**config.mk**
```make
export PLATFORM = sky130hd
export DESIGN_NAME = sgba_seq
export DESIGN_NICKNAME = d
export VERILOG_FILES = /design/src/sv/sgba_pkg.sv /design/src/sv/sgba_seq.sv
export SDC_FILE = /design/constraint.sdc
export NUM_CORES = 1
export LEC_CHECK = 0
export BUFFER_PORTS_ARGS = -buffer_cell sky130_fd_sc_hd__buf_4
export CORE_UTILIZATION = 25
export DETAILED_ROUTE_END_ITERATION = 10
export HOLD_SLACK_MARGIN = 0.02
export PLACE_DENSITY = 0.43
export SLEW_MARGIN = 20
export SYNTH_ARGS = -nofsm -noshare
export SYNTH_HDL_FRONTEND = slang
export SYNTH_SLANG_ARGS = --single-unit
export TNS_END_PERCENT = 20
```
**constraint.sdc**
```tcl
create_clock -name aclk -period 6.52 [get_ports aclk]
set_input_delay 0.326 -clock aclk [delete_from_list [all_inputs] [get_ports aclk]]
set_output_delay 0.326 -clock aclk [all_outputs]
set_load 0.01 [all_outputs]
```
**src/sv/sgba_pkg.sv**
```systemverilog
// shared types, codes and boundary statement table for the staggered grid boundary block
package sgba_pkg;

    localparam int MAX_CELLS_X_DEF = 64;
    localparam int MAX_CELLS_Y_DEF = 64;
    localparam int VALUE_BITS_DEF  = 32;

    localparam logic [1:0] CMD_WRITE = 2'd0;
    localparam logic [1:0] CMD_READ  = 2'd1;
    localparam logic [1:0] CMD_APPLY = 2'd2;

    localparam logic [1:0] GRID_U = 2'd0;
    localparam logic [1:0] GRID_V = 2'd1;
    localparam logic [1:0] GRID_P = 2'd2;
    localparam logic [1:0] GRID_NONE = 2'd3;

    localparam logic [1:0] STAT_OK       = 2'd0;
    localparam logic [1:0] STAT_PERIODIC = 2'd1;
    localparam logic [1:0] STAT_RANGE    = 2'd2;

    localparam logic [2:0] MODE_NONE     = 3'd0;
    localparam logic [2:0] MODE_NOSLIP   = 3'd1;
    localparam logic [2:0] MODE_FREESLIP = 3'd2;
    localparam logic [2:0] MODE_OUTFLOW  = 3'd3;
    localparam logic [2:0] MODE_PERIODIC = 3'd4;

    localparam logic [2:0] REG_WEST    = 3'd0;
    localparam logic [2:0] REG_EAST    = 3'd1;
    localparam logic [2:0] REG_NORTH   = 3'd2;
    localparam logic [2:0] REG_SOUTH   = 3'd3;
    localparam logic [2:0] REG_CELLS_X = 3'd4;
    localparam logic [2:0] REG_CELLS_Y = 3'd5;

    localparam logic [1:0] SIDE_W = 2'd0;
    localparam logic [1:0] SIDE_E = 2'd1;
    localparam logic [1:0] SIDE_N = 2'd2;
    localparam logic [1:0] SIDE_S = 2'd3;

    localparam logic [1:0] OP_ZERO = 2'd0;
    localparam logic [1:0] OP_COPY = 2'd1;
    localparam logic [1:0] OP_NEG  = 2'd2;

    // coordinate selectors, resolved against the loop position and im/jm
    localparam logic [3:0] C_POS = 4'd0;
    localparam logic [3:0] C_0   = 4'd1;
    localparam logic [3:0] C_1   = 4'd2;
    localparam logic [3:0] C_2   = 4'd3;
    localparam logic [3:0] C_IMM = 4'd4;
    localparam logic [3:0] C_IM  = 4'd5;
    localparam logic [3:0] C_IMP = 4'd6;
    localparam logic [3:0] C_JMM = 4'd7;
    localparam logic [3:0] C_JM  = 4'd8;
    localparam logic [3:0] C_JMP = 4'd9;

    typedef struct packed {
        logic [1:0] command;
        logic [1:0] grid_sel;
        logic [6:0] col;
        logic [6:0] row;
        logic signed [31:0] cell_value;
    } in_t;

    typedef struct packed {
        logic signed [31:0] read_value;
        logic [1:0]         status;
    } out_t;

    typedef struct packed {
        logic [1:0] op;
        logic [1:0] src_grid;
        logic [3:0] src_x;
        logic [3:0] src_y;
        logic [1:0] dst_grid;
        logic [3:0] dst_x;
        logic [3:0] dst_y;
    } stmt_t;

    function automatic stmt_t mk(input logic [1:0] op, input logic [1:0] sg,
                                 input logic [3:0] sx, input logic [3:0] sy,
                                 input logic [1:0] dg, input logic [3:0] dx,
                                 input logic [3:0] dy);
        stmt_t s;
        s.op = op; s.src_grid = sg; s.src_x = sx; s.src_y = sy;
        s.dst_grid = dg; s.dst_x = dx; s.dst_y = dy;
        return s;
    endfunction

    function automatic logic [2:0] stmt_count(input logic [1:0] side, input logic [2:0] mode);
        logic [2:0] n;
        n = 3'd0;
        if (mode == MODE_NOSLIP || mode == MODE_FREESLIP || mode == MODE_OUTFLOW) begin
            n = 3'd2;
        end else if (mode == MODE_PERIODIC && (side == SIDE_W || side == SIDE_N)) begin
            n = 3'd6;
        end
        return n;
    endfunction

    function automatic logic first_pos(input logic [1:0] side, input logic [2:0] mode);
        logic f;
        unique case (side)
            SIDE_W, SIDE_E: f = 1'b1;
            SIDE_N: f = (mode == MODE_OUTFLOW || mode == MODE_PERIODIC);
            default: f = (mode == MODE_OUTFLOW);
        endcase
        return f;
    endfunction

    function automatic stmt_t stmt_of(input logic [1:0] side, input logic [2:0] mode,
                                      input logic [2:0] k);
        stmt_t s;
        logic [1:0] op1;
        op1 = (mode == MODE_NOSLIP) ? OP_NEG : OP_COPY;
        s = mk(OP_ZERO, GRID_U, C_0, C_0, GRID_U, C_0, C_0);
        unique case (side)
            SIDE_W: begin
                if (mode == MODE_PERIODIC) begin
                    unique case (k)
                        3'd0: s = mk(OP_COPY, GRID_U, C_IMM, C_POS, GRID_U, C_0, C_POS);
                        3'd1: s = mk(OP_COPY, GRID_U, C_1, C_POS, GRID_U, C_IM, C_POS);
                        3'd2: s = mk(OP_COPY, GRID_P, C_IM, C_POS, GRID_P, C_1, C_POS);
                        3'd3: s = mk(OP_COPY, GRID_V, C_IMM, C_POS, GRID_V, C_0, C_POS);
                        3'd4: s = mk(OP_COPY, GRID_V, C_IM, C_POS, GRID_V, C_1, C_POS);
                        default: s = mk(OP_COPY, GRID_V, C_2, C_POS, GRID_V, C_IMP, C_POS);
                    endcase
                end else if (k == 3'd0) begin
                    s = mk((mode == MODE_OUTFLOW) ? OP_COPY : OP_ZERO,
                           GRID_U, C_1, C_POS, GRID_U, C_0, C_POS);
                end else begin
                    s = mk(op1, GRID_V, C_1, C_POS, GRID_V, C_0, C_POS);
                end
            end
            SIDE_E: begin
                if (k == 3'd0) begin
                    s = mk((mode == MODE_OUTFLOW) ? OP_COPY : OP_ZERO,
                           GRID_U, C_IMM, C_POS, GRID_U, C_IM, C_POS);
                end else begin
                    s = mk(op1, GRID_V, C_IM, C_POS, GRID_V, C_IMP, C_POS);
                end
            end
            SIDE_N: begin
                if (mode == MODE_PERIODIC) begin
                    unique case (k)
                        3'd0: s = mk(OP_COPY, GRID_U, C_POS, C_JMM, GRID_U, C_POS, C_0);
                        3'd1: s = mk(OP_COPY, GRID_U, C_POS, C_1, GRID_U, C_POS, C_JM);
                        3'd2: s = mk(OP_COPY, GRID_U, C_POS, C_2, GRID_U, C_POS, C_JMP);
                        3'd3: s = mk(OP_COPY, GRID_P, C_POS, C_JM, GRID_P, C_POS, C_1);
                        3'd4: s = mk(OP_COPY, GRID_V, C_POS, C_JMM, GRID_V, C_POS, C_0);
                        default: s = mk(OP_COPY, GRID_V, C_POS, C_JM, GRID_V, C_POS, C_1);
                    endcase
                end else if (mode == MODE_OUTFLOW) begin
                    if (k == 3'd0) begin
                        s = mk(OP_COPY, GRID_U, C_POS, C_JM, GRID_U, C_POS, C_JMP);
                    end else begin
                        s = mk(OP_COPY, GRID_V, C_POS, C_JMM, GRID_V, C_POS, C_JM);
                    end
                end else if (k == 3'd0) begin
                    s = mk(OP_ZERO, GRID_V, C_POS, C_JM, GRID_V, C_POS, C_JM);
                end else begin
                    s = mk(op1, GRID_U, C_POS, C_JM, GRID_U, C_POS, C_JMP);
                end
            end
            default: begin
                if (mode == MODE_OUTFLOW) begin
                    if (k == 3'd0) begin
                        s = mk(OP_COPY, GRID_U, C_POS, C_1, GRID_U, C_POS, C_0);
                    end else begin
                        s = mk(OP_COPY, GRID_V, C_POS, C_1, GRID_V, C_POS, C_0);
                    end
                end else if (k == 3'd0) begin
                    s = mk(OP_ZERO, GRID_V, C_POS, C_1, GRID_V, C_POS, C_0);
                end else begin
                    s = mk(op1, GRID_U, C_POS, C_1, GRID_U, C_POS, C_0);
                end
            end
        endcase
        return s;
    endfunction

endpackage

```
**src/sv/sgba_seq.sv**
```systemverilog
// boundary walk sequencer: side, position and statement counters
module sgba_seq #(
    parameter int CW = 7
) (
    input  logic                aclk,
    input  logic                aresetn,
    input  logic                start,
    input  logic                step,
    input  logic [2:0]          west_mode,
    input  logic [2:0]          east_mode,
    input  logic [2:0]          north_mode,
    input  logic [2:0]          south_mode,
    input  logic [CW-1:0]       im,
    input  logic [CW-1:0]       jm,
    output logic                busy,
    output logic                stmt_valid,
    output sgba_pkg::stmt_t     stmt,
    output logic [CW-1:0]       src_col,
    output logic [CW-1:0]       src_row,
    output logic [CW-1:0]       dst_col,
    output logic [CW-1:0]       dst_row
);
    import sgba_pkg::*;

    localparam logic SQ_IDLE = 1'b0;
    localparam logic SQ_RUN  = 1'b1;

    logic          state_reg, state_next;
    logic [1:0]    side_reg, side_next;
    logic [CW-1:0] pos_reg, pos_next;
    logic [2:0]    k_reg, k_next;
    logic [2:0]    cur_mode, nxt_mode;
    logic [1:0]    nxt_side;
    logic [2:0]    n_stmt;
    logic [CW-1:0] last_pos;

    function automatic logic [2:0] mode_of(input logic [1:0] s, input logic [2:0] w,
                                           input logic [2:0] e, input logic [2:0] n,
                                           input logic [2:0] so);
        logic [2:0] m;
        unique case (s)
            SIDE_W:  m = w;
            SIDE_E:  m = e;
            SIDE_N:  m = n;
            default: m = so;
        endcase
        return m;
    endfunction

    function automatic logic [CW-1:0] coord(input logic [3:0] c, input logic [CW-1:0] p,
                                            input logic [CW-1:0] i, input logic [CW-1:0] j);
        logic [CW-1:0] r;
        unique case (c)
            C_POS:   r = p;
            C_0:     r = '0;
            C_1:     r = CW'(1);
            C_2:     r = CW'(2);
            C_IMM:   r = i - CW'(1);
            C_IM:    r = i;
            C_IMP:   r = i + CW'(1);
            C_JMM:   r = j - CW'(1);
            C_JM:    r = j;
            C_JMP:   r = j + CW'(1);
            default: r = '0;
        endcase
        return r;
    endfunction

    assign cur_mode = mode_of(side_reg, west_mode, east_mode, north_mode, south_mode);
    assign nxt_side = side_reg + 2'd1;
    assign nxt_mode = mode_of(nxt_side, west_mode, east_mode, north_mode, south_mode);
    assign n_stmt   = stmt_count(side_reg, cur_mode);
    assign last_pos = (side_reg == SIDE_W || side_reg == SIDE_E) ? jm : im;

    assign busy       = (state_reg == SQ_RUN);
    assign stmt_valid = busy && (n_stmt != 3'd0);
    assign stmt       = stmt_of(side_reg, cur_mode, k_reg);
    assign src_col    = coord(stmt.src_x, pos_reg, im, jm);
    assign src_row    = coord(stmt.src_y, pos_reg, im, jm);
    assign dst_col    = coord(stmt.dst_x, pos_reg, im, jm);
    assign dst_row    = coord(stmt.dst_y, pos_reg, im, jm);

    always_comb begin
        logic adv_side;
        adv_side   = 1'b0;
        state_next = state_reg;
        side_next  = side_reg;
        pos_next   = pos_reg;
        k_next     = k_reg;
        if (state_reg == SQ_IDLE) begin
            if (start) begin
                state_next = SQ_RUN;
                side_next  = SIDE_W;
                pos_next   = CW'(first_pos(SIDE_W, west_mode));
                k_next     = 3'd0;
            end
        end else if (n_stmt == 3'd0) begin
            adv_side = 1'b1;
        end else if (step) begin
            if (k_reg == n_stmt - 3'd1) begin
                k_next = 3'd0;
                if (pos_reg == last_pos) begin
                    adv_side = 1'b1;
                end else begin
                    pos_next = pos_reg + CW'(1);
                end
            end else begin
                k_next = k_reg + 3'd1;
            end
        end
        if (adv_side) begin
            k_next = 3'd0;
            if (side_reg == SIDE_S) begin
                state_next = SQ_IDLE;
            end else begin
                side_next = nxt_side;
                pos_next  = CW'(first_pos(nxt_side, nxt_mode));
            end
        end
    end

    always_ff @(posedge aclk) begin
        if (!aresetn) begin
            state_reg <= SQ_IDLE;
            side_reg  <= SIDE_W;
            pos_reg   <= '0;
            k_reg     <= 3'd0;
        end else begin
            state_reg <= state_next;
            side_reg  <= side_next;
            pos_reg   <= pos_next;
            k_reg     <= k_next;
        end
    end
endmodule

```
======== After elaboration in Yosys (flattened, before gate mapping) ========
Cells that the tools add are included.
W data, S select, Z words.
storage, ports and cells
  bits in registers ....................... 13
  bits of input ports ..................... 30
  logic and storage cells ................. 135
operators by class
  add/sub/neg operators ................... 8
  eq/ne operators ......................... 51
  multiplexer cells ....................... 51
  bitwise operators ....................... 1
  reduce and logical (&&, ||, !) cells .... 20
operators with widths
  cell                   count
  $pmux W7 S9            4
  $pmux W20 S5           2
  $mux W22               8
  $pmux W22 S3           1
  $eq A4 B3 Y1 const B   16
  $mux W7                9
  $mux W19               2
  $eq A4 B2 Y1 const B   8
  $eq A4 B4 Y1 const B   8
  $add A7 B1 Y7 const B  3
  $mux W3                7
  $pmux W3 S3            2
  $logic_not A4 Y1       4
  $eq A3 B2 Y1 const B   5
  $sub A7 B1 Y7 const B  2
  $mux W1                10
  $mux W2                5
  $eq A3 B3 Y1 const B   3
  $eq A7 B7 Y1           1
  $eq A2 B2 Y1 const B   3
  $eq A3 B1 Y1 const B   2
  $logic_not A3 Y1       2
  $logic_or A1 B1 Y1     5
  $eq A2 B1 Y1 const B   2
  13 further kinds       17

======== Longest topological paths before layout ========
  depth after elaboration ................. 14
  depth in mapped cells ................... 14

======== Worst setup path after synthesis ========
Ideal clock, no wire load.
  kind .................................... reg-to-output
  start point ............................. reg side_reg[0]
  end point ............................... out dst_row[1]
  data arrival time ....................... 2.931 ns
  data required time ...................... 6.194 ns
  slack ................................... 3.263 ns
  stages on the path, launching flop included .. 11
  cell sequence ........................... dfxtp_1 inv_1 ha_1 a222oi_1 mux2_4 nand2_1 nor2_1 ha_1 o211a_1 nor4_2 a221o_1
on the way
  word-level cells in the longest chain between the ends .. 8
ends and longest elaborated chain
  item                                  RTL line                          source
  start, declared                       sgba_seq.sv:29                    logic [1:0] side_reg, side_next;
  start signal, assigned                sgba_seq.sv:130                   side_reg <= side_next;
  $eq A2 B2 Y1 (tied with other cells)  sgba_pkg.sv:115, sgba_seq.sv:41
  $pmux W3 S3                           sgba_seq.sv:41                    unique case (s)
  $eq A3 B2 Y1                          sgba_pkg.sv:151, sgba_pkg.sv:164
  $mux W22                              sgba_pkg.sv:151                   end else if (mode == MODE_OUTFLOW) begin
  $mux W22                              sgba_pkg.sv:142                   if (mode == MODE_PERIODIC) begin
  $pmux W22 S3 *                        sgba_pkg.sv:115                   unique case (side)
  $eq A4 B4 Y1 (tied with other cells)  sgba_seq.sv:53                    unique case (c)
  $pmux W7 S9 *                         sgba_seq.sv:53
  end, declared                         sgba_seq.sv:21                    output logic [CW-1:0] dst_row
Mark *: on every way between the ends. The rest lies on a longest branch, timed or not.

==> results.py <==
metrics = {
    "routing": {
        "routedWlPerCell_um": 17.1,
        "routed_wirelength_um": 11600,
        "drc": 0,
        "postRouteAntennaNets": 0,
        "detail_route.iter0.violations": 317,
        "viasPerCell": 5.33,
        "firstDrtPassIters": 5,
        "dr_total_vias": 3601,
    },
    "final_layout": {
        "fin_cells": 676,
        "register_area_um2": 260,
        "largest_reg_flops": 7,
        "drive_gt1_share_pct": 21.7,
        "finish.utilization_pct": 31.9,
        "antenna_cells": 0,
        "design_area_um2": 3840,
        "area_growth_pct": 23.7,
        "multi_input_area_um2": 2560,
        "fillCellCount": 1312,
        "final_nets": 557,
    },
    "power_and_ir_drop": {
        "irDropWorstVdd_uv": 163,
        "p_leak_nw": 1.58,
        "combPwrFrac_pct": 56.0,
        "p_sw_share_pct": 42.2,
        "p_clk_share_pct": 25.1,
        "internal-power_uw": 269,
        "net-switching-power_uw": 196,
        "power_frac_seq_pct": 18.9,
        "p_per_area_nw_per_um2": 121,
    },
    "global_routing": {
        "grt_pass1_wl_um": 18700,
        "gr-usage-all-layers_pct": 18.1,
        "grt_max_degree": 30,
        "antenna_found_initial": 0,
        "overflow": 0,
        "grt_pass1_vias": 3404,
    },
    "synth": {
        "synthDistinctLibCells": 78,
        "ys_async_sr_fraction_pct": 0,
        "yosys_warnings": 0,
        "netlist.area_leader.share_pct": 8.37,
        "avgSynthCellArea_um2": 6.85,
        "yosysTopAreaCell": "dfxtp_1",
        "synthTopCellsByArea": "dfxtp_1 (8.4%), ha_1 (7.2%), a21oi_1 (4.7%), o21ai_0 (4.7%), xnor2_1 (4.5%)",
        "synth-edff-count": 0,
        "seq_area_frac_synth_pct": 8.37,
        "synth_seq_cells": 13,
        "synth_top_flop_cell": "dfxtp_1",
        "netlist_area_um2": 3110,
        "postSynthCellCount": 454,
    },
    "worst_setup_path": {
        "critPathMaxFanout": 14,
        "worstReg2RegEnd": "pos_reg[4]$_SDFF_PN0_",
        "critPathArrivalTime_ps": 4240,
        "reg2reg_depth": 9,
        "worst-setup-path-type": "reg -> out",
        "critPathCaptureType": "output pin",
        "r2r_setup_slack_ps": 2890,
        "cp.required_ps": 6190,
        "worstSetupStartpointType": "flip-flop",
        "r2r_start": "side_reg[0]$_SDFF_PN0_",
    },
    "clocking": {
        "worstSkewPairLatency_ps": 240,
        "post_cts_buffers": 0,
        "cts_tree": "done",
        "cts-htree-levels": 1,
        "clkSinkCount": 13,
        "post_cts_resized": 0,
        "cts_made_buffers": 3,
        "cts.hold.buffers_added": 0,
        "cts_buffer_depth": 2,
        "cts_root_buf": "clkbuf_16",
        "clkTransAtPathRegs_ps": 50,
    },
    "timing": {
        "slew_headroom_pct": 31.8,
        "setup_viol": 0,
        "min_period_ps": 4560,
        "finClkSkew_ps": 2.79,
        "holdWs_ps": 362,
        "setup_tns_ps": 0,
        "rsz0062_at_grt": "no",
        "slew_violations": 0,
        "worst_pin_slew_ps": 1010,
        "fmax_mhz": 219,
        "post-route-period-util_pct": 70.0,
        "hold_violations": 0,
    },
    "floorplan": {
        "start_util_pct": 25.8,
        "die_w_um": 114,
        "core_um2": 12100,
        "core.rowCount": 40,
        "num_io_pins": 82,
        "dieArea_um2": 12900,
        "die_h_um": 114,
    },
    "worst_hold_path": {
        "holdCritStartpoint": "aresetn",
        "worstHoldPathCells": 3,
        "hold_path.class": "in -> reg",
        "worst_hold_path.endpoint": "pos_reg[0]$_SDFF_PN0_",
    },
    "placed_design": {
        "portBuffers": 78,
        "hpwl_um": 9380,
        "place_inst": 672,
        "placed_area_um2": 3770,
        "place.gp.congestion": 0.865,
    },
    "flow_run": {
        "maxCapViolCount": 0,
    },
    "run_status": {
        "status": "finished clean",
    },
}
-- power by group through the flow --
stage | combinational (mW) | sequential (mW) | clock (mW)
6_report | 0.261 | 0.0878 | 0.117
3_3_place_gp | 0.259 | 0.0889 | 0
2_1_floorplan | 0.169 | 0.0863 | 0
4_1_cts | 0.260 | 0.0876 | 0.120
3_5_place_dp | 0.259 | 0.0891 | 0
5_1_grt | 0.287 | 0.0883 | 0.124
-- logic make-up after synthesis --
kind of cell | after synthesis | share of synthesized area [%]
xor gates and xnor gates | 26 | 7.32
and+or+nand+nor | 158 | 26.4
buffers and inverters | 68 | 9.42
DFF | 13 | 8.37
AOI/OAI and AO/OA | 156 | 36.3
muxes | 14 | 4.87
adders and majority gates | 18 | 7.24
other | 1 | 0.121
-- synthesized netlist by cell type (all sizes together), types with 4 or more instances --
library cell and n:
xor2 10, nor2 39, nor2b 8, nand3 13
nor4 7, or3 8, a31oi 4, a22oi 10
clkbuf 16, nand4 5, inv 36, a221o 5
or2 5, ha 18, dfxtp 13, nand2b 6
mux2 6, nand2 37, o31ai 4, mux2i 8
a2bb2oi 4, o221ai 4, o21ai 34, o211ai 10
nor3 15, xnor2 16, buf 15, a21oi 30
o22ai 5, and3 7, o21a 5
-- cell usage in the layout (no fill, tap or decap), drive strengths merged, types with 4 or more instances in the layout --
cell,netlist,routed
buf,15,79
nor2,39,39
nand2,37,37
inv,36,36
o21ai,34,34
a21oi,30,30
ha,18,18
xnor2,16,16
nor3,15,15
nand3,13,13
dfxtp,13,13
xor2,10,10
o211ai,10,10
a22oi,10,10
mux2i,8,8
or3,8,8
nor2b,8,8
and3,7,7
nor4,7,7
nand2b,6,6
mux2,6,6
a221o,5,5
o22ai,5,5
o21a,5,5
nand4,5,5
or2,5,5
a2bb2oi,4,4
o221ai,4,4
o31ai,4,4
clkbuf,16,4
a31oi,4,4
-- through the flow --
stage,power [mW],worst slack [ps]
6_report,0.465,1960
5_1_grt,0.500,1700
4_1_cts,0.468,2020
3_5_place_dp,0.349,2290
3_3_place_gp,0.348,2410
2_1_floorplan,0.255,3260
-- worst max path at each step --
| stage | endpoint | start | cells after the start | slack (ps) |
|---|---|---|---|---|
| finish | stmt[20] | side_reg[0]$_SDFF_PN0_ | 12 | 1960 |
| floorplan | dst_row[1] | side_reg[0]$_SDFF_PN0_ | 10 | 3260 |
| CTS | stmt[20] | side_reg[0]$_SDFF_PN0_ | 12 | 2020 |
| global route | dst_row[4] | side_reg[0]$_SDFF_PN0_ | 12 | 1700 |
| global placement | stmt[20] | side_reg[0]$_SDFF_PN0_ | 12 | 2410 |
| detailed placement | stmt[20] | side_reg[0]$_SDFF_PN0_ | 12 | 2290 |
-- layout make-up --
type / instances / share of cell area [%]
repair buffers: 79 / 15.4
clock buffers: 4 / 2.05
multi-input cells: 375 / 66.7
inverters: 37 / 3.61
flip-flops and latches: 13 / 6.77
well taps: 168 / 5.47
-- critical path, stage by stage, from the launching register on --
cell and delay [ps]:
dfxtp_1 470, inv_1 130, ha_1 400, a222oi_1 530, mux2_4 290, nand2_1 90
nor2_1 200, ha_1 300, o211a_1 380, nor4_2 750, a21o_1 200, o31ai_1 80
buf_4 170
-- metal layers --
layer | up-vias | part of all wire [%] | GRT usage (%)
met5 | - | 0 | 0
met1 | 1711 | 48 | 25.7
met2 | 102 | 48 | 31.0
li1 | 1784 | - | -
met3 | 4 | 3.8 | 0.903
met4 | 0 | 0.56 | 2.02
Power figures use the tool's default switching activity.
